`src/hw/rtl/bsml_pkg.sv`:
```
`timescale 1ns / 1ps
`default_nettype none

package bsml_pkg;

    localparam int MAC_W = 48;

    typedef struct packed {
        logic             arrival_port;
        logic [MAC_W-1:0] source_mac;
    } t_in;

    typedef struct packed {
        logic forward;
        logic newly_learned;
        logic table_full;
    } t_out;

    // Head of the input queue as seen by the search engine.
    typedef struct packed {
        logic valid;
        t_in  item;
    } t_head;

endpackage

`default_nettype wire

```
`src/hw/rtl/bsml_ram.sv`:
```
`timescale 1ns / 1ps
`default_nettype none

module bsml_ram #(
    parameter int WIDTH = 48,
    parameter int DEPTH = 32
) (
    input  wire logic                                    i_clk,
    input  wire logic                                    i_we,
    input  wire logic [(DEPTH > 1 ? $clog2(DEPTH) : 1)-1:0] i_wr_addr,
    input  wire logic [WIDTH-1:0]                        i_wr_data,
    input  wire logic [(DEPTH > 1 ? $clog2(DEPTH) : 1)-1:0] i_rd_addr,
    output logic      [WIDTH-1:0]                        o_rd_data
);

    logic [WIDTH-1:0] r_mem [DEPTH];

    always_ff @(posedge i_clk) begin
        if (i_we) begin
            r_mem[i_wr_addr] <= i_wr_data;
        end
        o_rd_data <= r_mem[i_rd_addr];
    end

endmodule

`default_nettype wire

```
`src/hw/rtl/bsml_front.sv`:
```
`timescale 1ns / 1ps
`default_nettype none

module bsml_front (
    input  wire logic          i_clk,
    input  wire logic          i_rst_n,
    input  wire logic          i_in_valid,
    output logic               o_in_ready,
    input  wire bsml_pkg::t_in i_in_data,
    output bsml_pkg::t_head    o_head,
    input  wire logic          i_pop
);

    import bsml_pkg::*;

    // Two-entry queue between the input channel and the search engine.
    logic       r_wp;
    logic       r_rp;
    logic [1:0] r_cnt;
    logic       n_wp;
    logic       n_rp;
    logic [1:0] n_cnt;
    t_in        r_q [2];
    logic       push;
    logic       pop;

    assign o_in_ready   = (r_cnt != 2'd2);
    assign push         = i_in_valid && o_in_ready;
    assign pop          = i_pop && (r_cnt != 2'd0);
    assign o_head.valid = (r_cnt != 2'd0);
    assign o_head.item  = r_q[r_rp];

    always_comb begin
        n_wp  = r_wp ^ push;
        n_rp  = r_rp ^ pop;
        n_cnt = r_cnt + 2'(push) - 2'(pop);
    end

    always_ff @(posedge i_clk) begin
        if (!i_rst_n) begin
            r_wp  <= 1'b0;
            r_rp  <= 1'b0;
            r_cnt <= 2'd0;
        end else begin
            r_wp  <= n_wp;
            r_rp  <= n_rp;
            r_cnt <= n_cnt;
        end
    end

    always_ff @(posedge i_clk) begin
        if (push) begin
            r_q[r_wp] <= i_in_data;
        end
    end

endmodule

`default_nettype wire

```
`src/hw/rtl/bsml_back.sv`:
```
`timescale 1ns / 1ps
`default_nettype none

module bsml_back #(
    parameter int ENTRIES_PER_PORT = 32
) (
    input  wire logic            i_clk,
    input  wire logic            i_rst_n,
    input  wire bsml_pkg::t_head i_head,
    output logic                 o_pop,
    output logic                 o_out_valid,
    input  wire logic            i_out_ready,
    output bsml_pkg::t_out       o_out_data
);

    import bsml_pkg::*;

    localparam int CNT_W = $clog2(ENTRIES_PER_PORT + 1);
    localparam int IDX_W = (ENTRIES_PER_PORT > 1) ? $clog2(ENTRIES_PER_PORT) : 1;
    localparam logic [CNT_W-1:0] FULL_CNT = CNT_W'(ENTRIES_PER_PORT);

    localparam logic [1:0] S_IDLE = 2'd0;
    localparam logic [1:0] S_SCAN = 2'd1;
    localparam logic [1:0] S_DONE = 2'd2;

    logic [1:0]       r_state, n_state;
    logic [CNT_W-1:0] r_cnt0, n_cnt0;
    logic [CNT_W-1:0] r_cnt1, n_cnt1;
    logic [CNT_W-1:0] r_idx, n_idx;
    logic [CNT_W-1:0] r_pend_idx, n_pend_idx;
    logic             r_pend, n_pend;
    logic             r_hit0, n_hit0;
    logic             r_hit1, n_hit1;
    logic             r_out_valid, n_out_valid;
    t_out             r_out_data, n_out_data;
    t_in              r_item, n_item;

    logic [MAC_W-1:0] rd0;
    logic [MAC_W-1:0] rd1;
    logic [IDX_W-1:0] rd_addr;
    logic [IDX_W-1:0] wr_addr;
    logic             we0;
    logic             we1;
    logic [CNT_W-1:0] limit;
    logic [CNT_W-1:0] cnt_here;
    logic             issue;
    logic             match0;
    logic             match1;
    logic             hit_here;
    logic             hit_there;
    logic             fwd;
    logic             is_new;
    logic             learn;
    logic             out_free;
    logic             finish;

    // One table per arrival port; both are scanned at the same index.
    bsml_ram #(.WIDTH(MAC_W), .DEPTH(ENTRIES_PER_PORT)) u_ram0 (
        .i_clk     (i_clk),
        .i_we      (we0),
        .i_wr_addr (wr_addr),
        .i_wr_data (r_item.source_mac),
        .i_rd_addr (rd_addr),
        .o_rd_data (rd0)
    );

    bsml_ram #(.WIDTH(MAC_W), .DEPTH(ENTRIES_PER_PORT)) u_ram1 (
        .i_clk     (i_clk),
        .i_we      (we1),
        .i_wr_addr (wr_addr),
        .i_wr_data (r_item.source_mac),
        .i_rd_addr (rd_addr),
        .o_rd_data (rd1)
    );

    always_comb begin
        limit     = (r_cnt0 > r_cnt1) ? r_cnt0 : r_cnt1;
        issue     = (r_state == S_SCAN) && (r_idx < limit);
        rd_addr   = r_idx[IDX_W-1:0];
        match0    = r_pend && (r_pend_idx < r_cnt0) && (rd0 == r_item.source_mac);
        match1    = r_pend && (r_pend_idx < r_cnt1) && (rd1 == r_item.source_mac);
        cnt_here  = r_item.arrival_port ? r_cnt1 : r_cnt0;
        hit_here  = r_item.arrival_port ? r_hit1 : r_hit0;
        hit_there = r_item.arrival_port ? r_hit0 : r_hit1;
        fwd       = !hit_there;
        is_new    = fwd && !hit_here;
        learn     = is_new && (cnt_here != FULL_CNT);
        out_free  = !r_out_valid || i_out_ready;
        finish    = (r_state == S_DONE) && out_free;
        wr_addr   = cnt_here[IDX_W-1:0];
        we0       = finish && learn && !r_item.arrival_port;
        we1       = finish && learn && r_item.arrival_port;
        o_pop     = (r_state == S_IDLE) && i_head.valid;
    end

    always_comb begin
        n_state     = r_state;
        n_cnt0      = r_cnt0;
        n_cnt1      = r_cnt1;
        n_idx       = r_idx;
        n_pend      = issue;
        n_pend_idx  = r_idx;
        n_hit0      = r_hit0 || match0;
        n_hit1      = r_hit1 || match1;
        n_item      = r_item;
        n_out_valid = r_out_valid && !i_out_ready;
        n_out_data  = r_out_data;

        unique case (r_state)
            S_IDLE: begin
                n_pend = 1'b0;
                if (i_head.valid) begin
                    n_item  = i_head.item;
                    n_idx   = '0;
                    n_hit0  = 1'b0;
                    n_hit1  = 1'b0;
                    n_state = S_SCAN;
                end
            end
            S_SCAN: begin
                if (issue) begin
                    n_idx = r_idx + 1'b1;
                end else begin
                    // Fold the last pending compare into the hits on the way out.
                    n_state = S_DONE;
                end
            end
            S_DONE: begin
                if (out_free) begin
                    n_out_valid              = 1'b1;
                    n_out_data.forward       = fwd;
                    n_out_data.newly_learned = learn;
                    n_out_data.table_full    = is_new && !learn;
                    if (we0) begin
                        n_cnt0 = r_cnt0 + 1'b1;
                    end
                    if (we1) begin
                        n_cnt1 = r_cnt1 + 1'b1;
                    end
                    n_state = S_IDLE;
                end
            end
            default: begin
                n_state = S_IDLE;
            end
        endcase
    end

    always_ff @(posedge i_clk) begin
        if (!i_rst_n) begin
            r_state     <= S_IDLE;
            r_cnt0      <= '0;
            r_cnt1      <= '0;
            r_pend      <= 1'b0;
            r_out_valid <= 1'b0;
        end else begin
            r_state     <= n_state;
            r_cnt0      <= n_cnt0;
            r_cnt1      <= n_cnt1;
            r_pend      <= n_pend;
            r_out_valid <= n_out_valid;
        end
    end

    always_ff @(posedge i_clk) begin
        r_idx      <= n_idx;
        r_pend_idx <= n_pend_idx;
        r_hit0     <= n_hit0;
        r_hit1     <= n_hit1;
        r_item     <= n_item;
        r_out_data <= n_out_data;
    end

    assign o_out_valid = r_out_valid;
    assign o_out_data  = r_out_data;

endmodule

`default_nettype wire

```
`src/hw/rtl/bridge_source_mac_learning_top.sv`:
```
// Two-port bridge source-address table.
// Input channel (i_in_valid / o_in_ready / i_in_data): one item per received
// frame, carrying the arrival port (0 radio, 1 wired) and its 48-bit source MAC.
// Output channel (o_out_valid / i_out_ready / o_out_data): exactly one item per
// input item, in order: forward, newly_learned, table_full.
// A two-entry queue takes items while the search engine works. The engine
// scans both port tables side by side, one entry of each per cycle from a
// registered-read RAM, so the scan length is N = the larger of the two entry
// counts. Each item passes through the engine in steps: pop, N reads plus one
// final compare, finish.
// Reset (synchronous, active low) empties the queue and clears both entry
// counts; table contents are not cleared, as only entries below a count are
// ever compared. No clearing pass is needed.
// A stalled receiver holds the result in the output register; the engine
// waits in its finish step, while the queue keeps taking up to two items.
`timescale 1ns / 1ps
`default_nettype none

module bridge_source_mac_learning_top #(
    parameter int ENTRIES_PER_PORT = 32
) (
    input  wire logic           i_clk,
    input  wire logic           i_rst_n,
    input  wire logic           i_in_valid,
    output logic                o_in_ready,
    input  wire bsml_pkg::t_in  i_in_data,
    output logic                o_out_valid,
    input  wire logic           i_out_ready,
    output bsml_pkg::t_out      o_out_data
);

    import bsml_pkg::*;

    // Queue head handed to the engine, and the pop back from it.
    t_head head;
    logic  pop;

    // Front: accept items and hold them until the engine is free.
    bsml_front u_front (
        .i_clk      (i_clk),
        .i_rst_n    (i_rst_n),
        .i_in_valid (i_in_valid),
        .o_in_ready (o_in_ready),
        .i_in_data  (i_in_data),
        .o_head     (head),
        .i_pop      (pop)
    );

    // Back: search both tables, decide forward or drop, learn, post result.
    bsml_back #(.ENTRIES_PER_PORT(ENTRIES_PER_PORT)) u_back (
        .i_clk       (i_clk),
        .i_rst_n     (i_rst_n),
        .i_head      (head),
        .o_pop       (pop),
        .o_out_valid (o_out_valid),
        .i_out_ready (i_out_ready),
        .o_out_data  (o_out_data)
    );

endmodule

`default_nettype wire

```
`config.mk`:
```
export PLATFORM = sky130hd
export DESIGN_NAME = bridge_source_mac_learning_top
export DESIGN_NICKNAME = d
export VERILOG_FILES = /design/src/hw/rtl/bsml_pkg.sv /design/src/hw/rtl/bsml_ram.sv /design/src/hw/rtl/bsml_front.sv /design/src/hw/rtl/bsml_back.sv /design/src/hw/rtl/bridge_source_mac_learning_top.sv
export SDC_FILE = /design/constraint.sdc
export NUM_CORES = 2
export LEC_CHECK = 0
export ABC_AREA = 1
export BUFFER_PORTS_ARGS = -buffer_cell sky130_fd_sc_hd__buf_2
export CAP_MARGIN = 0
export CORE_MARGIN = 2
export CORE_UTILIZATION = 60
export DETAILED_ROUTE_END_ITERATION = 6
export PLACE_DENSITY_LB_ADDON = 0.05
export SYNTH_ARGS = -nofsm -noshare
export SYNTH_HDL_FRONTEND = slang
export SYNTH_HIERARCHICAL = 1
export SYNTH_SLANG_ARGS = --single-unit
```
`constraint.sdc`:
```
create_clock -name i_clk -period 4.5 [get_ports i_clk]
set_input_delay 0.225 -clock i_clk [delete_from_list [all_inputs] [get_ports i_clk]]
set_output_delay 0.225 -clock i_clk [all_outputs]
set_load 0.02 [all_outputs]
```
Word level (Yosys, flattened, before mapping)
Memories as Yosys holds them, arrays and structs flattened. A register that Yosys moved wholly into a read port is not among the register bits.
Index checks and enable logic that the tools add are counted.
Word-level totals
  logic and storage cells: 98
  bits in writable memories: 3170
  memories: 3
  flip-flop bits (word level): 37
  bits in latches: 0
  output and inout port bits: 5
  memory bits (read-only): 0
  bits of input ports: 53
Memory list
  u_back.u_ram0.r_mem: depth 32, bits a word 48, rd ports 1, clocked after memory_dff 1, wr ports 1, line bsml_ram.sv:16  | logic [WIDTH-1:0] r_mem [DEPTH];
  u_back.u_ram1.r_mem: depth 32, bits a word 48, rd ports 1, clocked after memory_dff 1, wr ports 1, line bsml_ram.sv:16
  u_front.r_q: depth 2, bits a word 49, rd ports 1, clocked after memory_dff 1, wr ports 1, line bsml_front.sv:23  | t_in r_q [2];
Operators by class
  $mul: 0
  eq/ne operators: 10
  muxes and demuxes: 23
  bitwise operators: 3
  divide/modulo/power cells: 0
  reductions and logical operators: 35
  order comparisons: 4
  $add $sub $neg: 5
  shift-type cells: 0
Operators by type and width (number)
  $eq A48 B48 Y1: 2
  $mux W6: 4
  $add A6 B1 Y6 const B: 3
  $lt A6 B6 Y1: 3
  $logic_and A1 B1 Y1: 16
  $mux W1: 14
  $pmux W6 S2: 1
  $reduce_and A3 Y1: 4
  $gt A6 B6 Y1: 1
  $logic_not A1 Y1: 6
  $mux W2: 3
  $ne A2 B1 Y1 const B: 3
  $ne A6 B6 Y1 const B: 1
  $pmux W2 S3: 1
  $ne A2 B2 Y1 const B: 2
  $reduce_and A2 Y1: 2
  $reduce_bool A2 Y1: 2
  $logic_or A1 B1 Y1: 3
  $add A2 B1 Y2: 1
  $eq A2 B1 Y1 const B: 1
  $eq A2 B2 Y1 const B: 1
  $logic_not A2 Y1: 1
  $reduce_or A2 Y1: 1
  $sub A2 B1 Y2: 1
  2 further kinds: 3

Logic depth before layout (Yosys ltp)
  word-level depth: 8
  depth in mapped cells: 18
  mapped depth without buffers: 17

Hierarchy
Netlist, hierarchy kept.
Modules (own cells, without submodules)
  bsml_ram: seq. area each 47085.2 sq um, area each 62966.6 sq um, cells each 5279, times used 2
  bsml_back: seq. area each 2222.1 sq um, area each 4921.0 sq um, cells each 559, times used 1
  bsml_front: seq. area each 3042.9 sq um, area each 3822.4 sq um, cells each 188, times used 1

Least setup slack after synthesis
No wires, ideal clock.
  path kind: flip-flop to flip-flop
  start: reg u_back/r_item[48] in the netlist's numbering
  end: mem u_back.u_ram1.r_mem[31][0] (enable)
  path slack: 0.398 ns
  cell stages (with the launch flop): 9
  data required time: 4.046 ns
  setup time: 0.454 ns
  arrival time: 3.648 ns
  path buffers: 1
  period minus slack after synthesis: 4.102 ns
  path through: edfxtp_1 -> buf_6 -> o21ai_2 -> nor4_4 -> nand2_4 -> nand4_4 -> inv_4 -> nand3_1 -> nor2_1
Between the ends
  elaborated cells between the ends (all ways): 12
  those cells by class: eq/ne (1); mux (5); reduce/logical (6)
RTL lines
  start, declared: line bsml_back.sv:36  | t_in r_item, n_item;
  start signal, assigned: line bsml_back.sv:170  | r_item <= n_item;
  $mux W6: line bsml_back.sv:82  | cnt_here = r_item.arrival_port ? r_cnt1 : r_cnt0;
  net u_back.cnt_here[4]: line bsml_back.sv:45  | logic [CNT_W-1:0] cnt_here;
  $ne A6 B6 Y1: line bsml_back.sv:87  | learn = is_new && (cnt_here != FULL_CNT);
  $logic_and A1 B1 Y1: line bsml_back.sv:87
  $logic_and A1 B1 Y1 (2 in a row): line bsml_back.sv:92  | we1 = finish && learn && r_item.arrival_port;
  net u_back.we1: line bsml_back.sv:43  | logic we1;
  $mux W1: line bsml_ram.sv:19  | if (i_we) begin
  $mux W1 (not written as such): line bsml_ram.sv:20  | r_mem[i_wr_addr] <= i_wr_data;
  end, declared: line bsml_ram.sv:16
The timed path passes the listed nets, and every way through them passes these cells.

Worst setup path after layout
  start: reg u_back/r_item[48] in the netlist's numbering
  end: mem u_back.u_ram0.r_mem[6][2] (enable)
Between the ends
  elaborated cells between the ends (all ways): 13
  those cells by class: eq/ne (1); mux (5); reduce/logical (7)
RTL lines
  $mux W6: line bsml_back.sv:82
  net u_back.cnt_here[4]: line bsml_back.sv:45
  $ne A6 B6 Y1: line bsml_back.sv:87
  $logic_and A1 B1 Y1: line bsml_back.sv:87
  $logic_and A1 B1 Y1 (2 in a row): line bsml_back.sv:91  | we0 = finish && learn && !r_item.arrival_port;
  net u_back.we0: line bsml_back.sv:42  | logic we0;
  $mux W1: line bsml_ram.sv:19
  $mux W1 (not written as such): line bsml_ram.sv:20
  end, declared: line bsml_ram.sv:16
The timed path passes the listed nets, and every way through them passes these cells.

==> results.yml <==
global_route:
  grt_max_degree: 162
  grt_first_pass_wirelength_um: 536000
  antenna_found_initial: 8
  grt_most_used_layer: "met2"
  combined_global_route_utilization_of_all_metal_layers_pct: 31.29
  met3_usage_pct: 5.110
  grt-ovfl-total: 0
  met1_demand_to_capacity_share_in_global_routing_pct: 45.23
  use_met2_pct: 49.48
  first_global_vias: 84250
setup_path:
  path_class: "flop to flop"
  sort_of_element_at_the_start_of_the_critical_path: "flop"
  critical_path_arrival_ns: 4.56
  crit_required_ns: 5.15
  timing.critical_path.fanout_max: 21
  worst_setup_path_end_kind: "flop"
sta:
  fmax_mhz: 255.4
  finClkSkew_ns: 0.04088
  grt_setup_unrepaired: "no"
  period_minus_slack_ns: 3.916
  post-route-period-util_pct: 87.03
  finalSetupViolations: 0
  max_slew.worst_pin.slew_ns: 1.294
  timing.setup.tns_ns: 0
  drv_slew: 0
  max_slew_margin_pct: 13.70
  final_hold_viol_count: 0
clock_tree:
  post_cts_resized: 0
  cts_max_path_buffers: 4
  clock_latency_ns: 0.97
  tritoncts_num_sinks: 3353
  clkTransAtPathRegs_ns: 0.06
  clock_root_cell: "clkbuf_16"
  cts_buffers: 350
  clock_tree.htree_level_count: 5
  clock_tree_from_tritoncts: "built"
logic_synthesis:
  postSynthNetCount: 11380
  postSynthAreaPerCell_um2: 11.91
  post_synth_design_cell_area_mm2: 0.1347
  ys_seq_area_share_pct: 73.83
  synthDistinctLibCells: 41
  synth.ff_latch_count: 3353
  yosys_warnings: 6
  post_synth_inst_count: 11310
floorplanning:
  fp.dieArea_mm2: 0.2283
  vertical_die_dimension_um: 477.8
  floorplan.core_area_mm2: 0.2227
  die-width_um: 477.8
  start_util_pct: 60.47
  number_of_top_level_pins: 58
  rows: 173
power:
  internal-power_mw: 64.37
  switching_share_pct: 37.96
  clock_power_share_pct: 26.7
  power_density_mw_per_mm2: 687.9
  power.leakage_nw: 55.11
  design_power_total_mw: 103.8
  pwr-share-comb_pct: 33.9
  switching_power_mw: 39.38
  seq_power_share_pct: 39.4
  max-vdd-ir-drop_mv: 0.6454
detailed_routing:
  route.vias.total: 87870
  routed_wirelength_um: 360300
  drt_iter0_drc: 11270
  drt_pre_antenna_iters: 6
  drc: 0
  viasPerCell: 5.983
  drt.antenna.violating_nets: 0
  route.detailed.wl_per_inst_um: 24.53
finish:
  post_route_cells_drive_above_1_share_pct: 8.368
  finalNetCount: 11520
  layout-area-overhead-vs-synth_pct: 12.00
run:
  cap_violations: 0
placement:
  dp_hpwl_um: 201300
  gp_congestion: 0.8625
  port_buffers: 57
status:
  outcome: "complete, no violations"
min_path:
  holdCritPathClass: "primary input to flop"
[worst paths after layout]
path	cells past startpoint	start	endpoint	slack [ns]
max	9	u_back/r_item[48]	u_back/u_ram0/r_mem[6][2]	0.58
max reg2reg	9	u_back/r_item[48]	u_back/u_ram0/r_mem[6][2]	0.58
min reg2reg	2	u_back/r_hit0	u_back/r_hit0	0.48
min	2	i_in_data[37]	u_front/r_q[0][37]	0.05
[layer usage]
layer | vias to the layer above | wire [um]
met1 | 43200 | 147800
met2 | 4398 | 170100
met3 | 602 | 32510
met4 | 0 | 9867
met5 | - | 0
li1 | 39670 | -
[area by class of cell]
cell class                      count  area [um2]
Clock inverter                    149        1343
Timing Repair Buffer              447        4664
Clock buffer                      466        9527
Fill cell                       16160       71900
Multi-Input combinational cell   7175       31650
Inverter                          110       465.4
Antenna cell                       12       30.03
Sequential cell                  3353       99440
Tap cell                         2975        3722
[cell usage in the layout, fill, tap and decap left out, types with 13 or more instances in the layout]
master         count
nand3_1         2348
mux2_2            39
buf_4            198
nor2_1            83
nor2_4            65
ha_1              25
nor3_1            13
nand2_1         4418
nand4_1           16
inv_1             91
clkinv_2          54
xnor2_1           30
buf_2             57
clkinv_1          60
xor2_1            33
buf_12            97
bufinv_16         25
a21oi_1           24
dfxtp_1          124
clkbuf_1          94
clkbuf_16        360
edfxtp_1        3228
dlygate4sd3_1     95
[registers in the layout (all words and copies together), names as in the netlist, named ones only]
register,cells
u_back/u_ram0/r_mem,1536
u_back/u_ram1/o_rd_data,48
u_back/o_out_valid,1
u_back/o_out_data,3
u_back/n_pend_idx,6
u_back/r_pend_idx,6
u_back/r_pend,1
u_back/r_hit1,1
u_back/r_cnt1,6
u_back/r_state,2
u_back/r_hit0,1
u_back/r_cnt0,6
u_back/r_item,49
u_back/u_ram0/o_rd_data,48
u_front/r_rp,1
u_front/r_cnt,2
u_front/r_q,98
u_front/r_wp,1
u_back/u_ram1/r_mem,1536
[through the flow]
step / instance area (um2) / cells / util [%] / worst slack, ns / hold slack [ns]
5_1_grt: 150800 / 14680 / 67.71 / 0.5079 / 0.03765
4_1_cts: 150800 / 14680 / 67.71 / 0.6728 / 0.003288
3_3_place_gp: 139000 / 13970 / 62.40 / 0.7498 / 0.4115
2_1_floorplan: 134700 / 11310 / - / 0.3977 / 0.3185
3_5_place_dp: 139000 / 13970 / 62.40 / 0.6729 / 0.4161
6_report: 150800 / 14690 / 67.72 / 0.5838 / 0.05381
[worst max-delay path, stage by stage, from the launching register on]
cell,delay [ns]
edfxtp_1,0.70
o21ai_2,0.92
nor4_4,0.14
nand2_4,0.14
nand4_4,0.15
inv_2,0.28
nand3_1,0.13
buf_4,0.27
nor2_4,0.54
buf_12,0.27
[synthesized netlist by cell type (all sizes together)]
library cell  number  share of area [%]
nand3           2348                8.7
edfxtp          3228                 72
xor2              33               0.21
nand4             18               0.11
clkbuf           156               0.43
a211oi             1             0.0056
a21oi             27               0.11
nor3              14              0.056
xnor2             30               0.20
o221ai             2              0.013
nand2           4427                 12
o21ai             13              0.065
buf              511                2.3
clkinv             4              0.011
inv              106               0.30
nor4              11              0.062
ha                26               0.24
mux2              49               0.44
o21a               3              0.017
nor2             151               0.43
dfxtp            125                1.9
or2               22               0.10
[what timing repair did]
action	4_1_cts	5_1_grt
hold buffers	95	0
setup endpoints to repair	0	0
buffers inserted	0	0
hold endpoints to repair	116	0
[power groups by stage]
stage	clock (mW)	combinational, mW	sequential, mW
2_1_floorplan	0	20.6	42.4
3_3_place_gp	0	34.0	41.5
3_5_place_dp	0	34.5	41.5
4_1_cts	28.0	34.7	40.9
5_1_grt	29.3	38.2	41.0
6_report	27.7	35.1	40.9
[logic make-up after synthesis]
family	share of synthesized area [%]
simple gates	21.84
flops	73.83
buf+inv	3.032
xor+xnor	0.4097
mux	0.4376
compound gates	0.2090
fa+ha+maj	0.2415
Note: power is estimated with default switching activity, not from simulation.
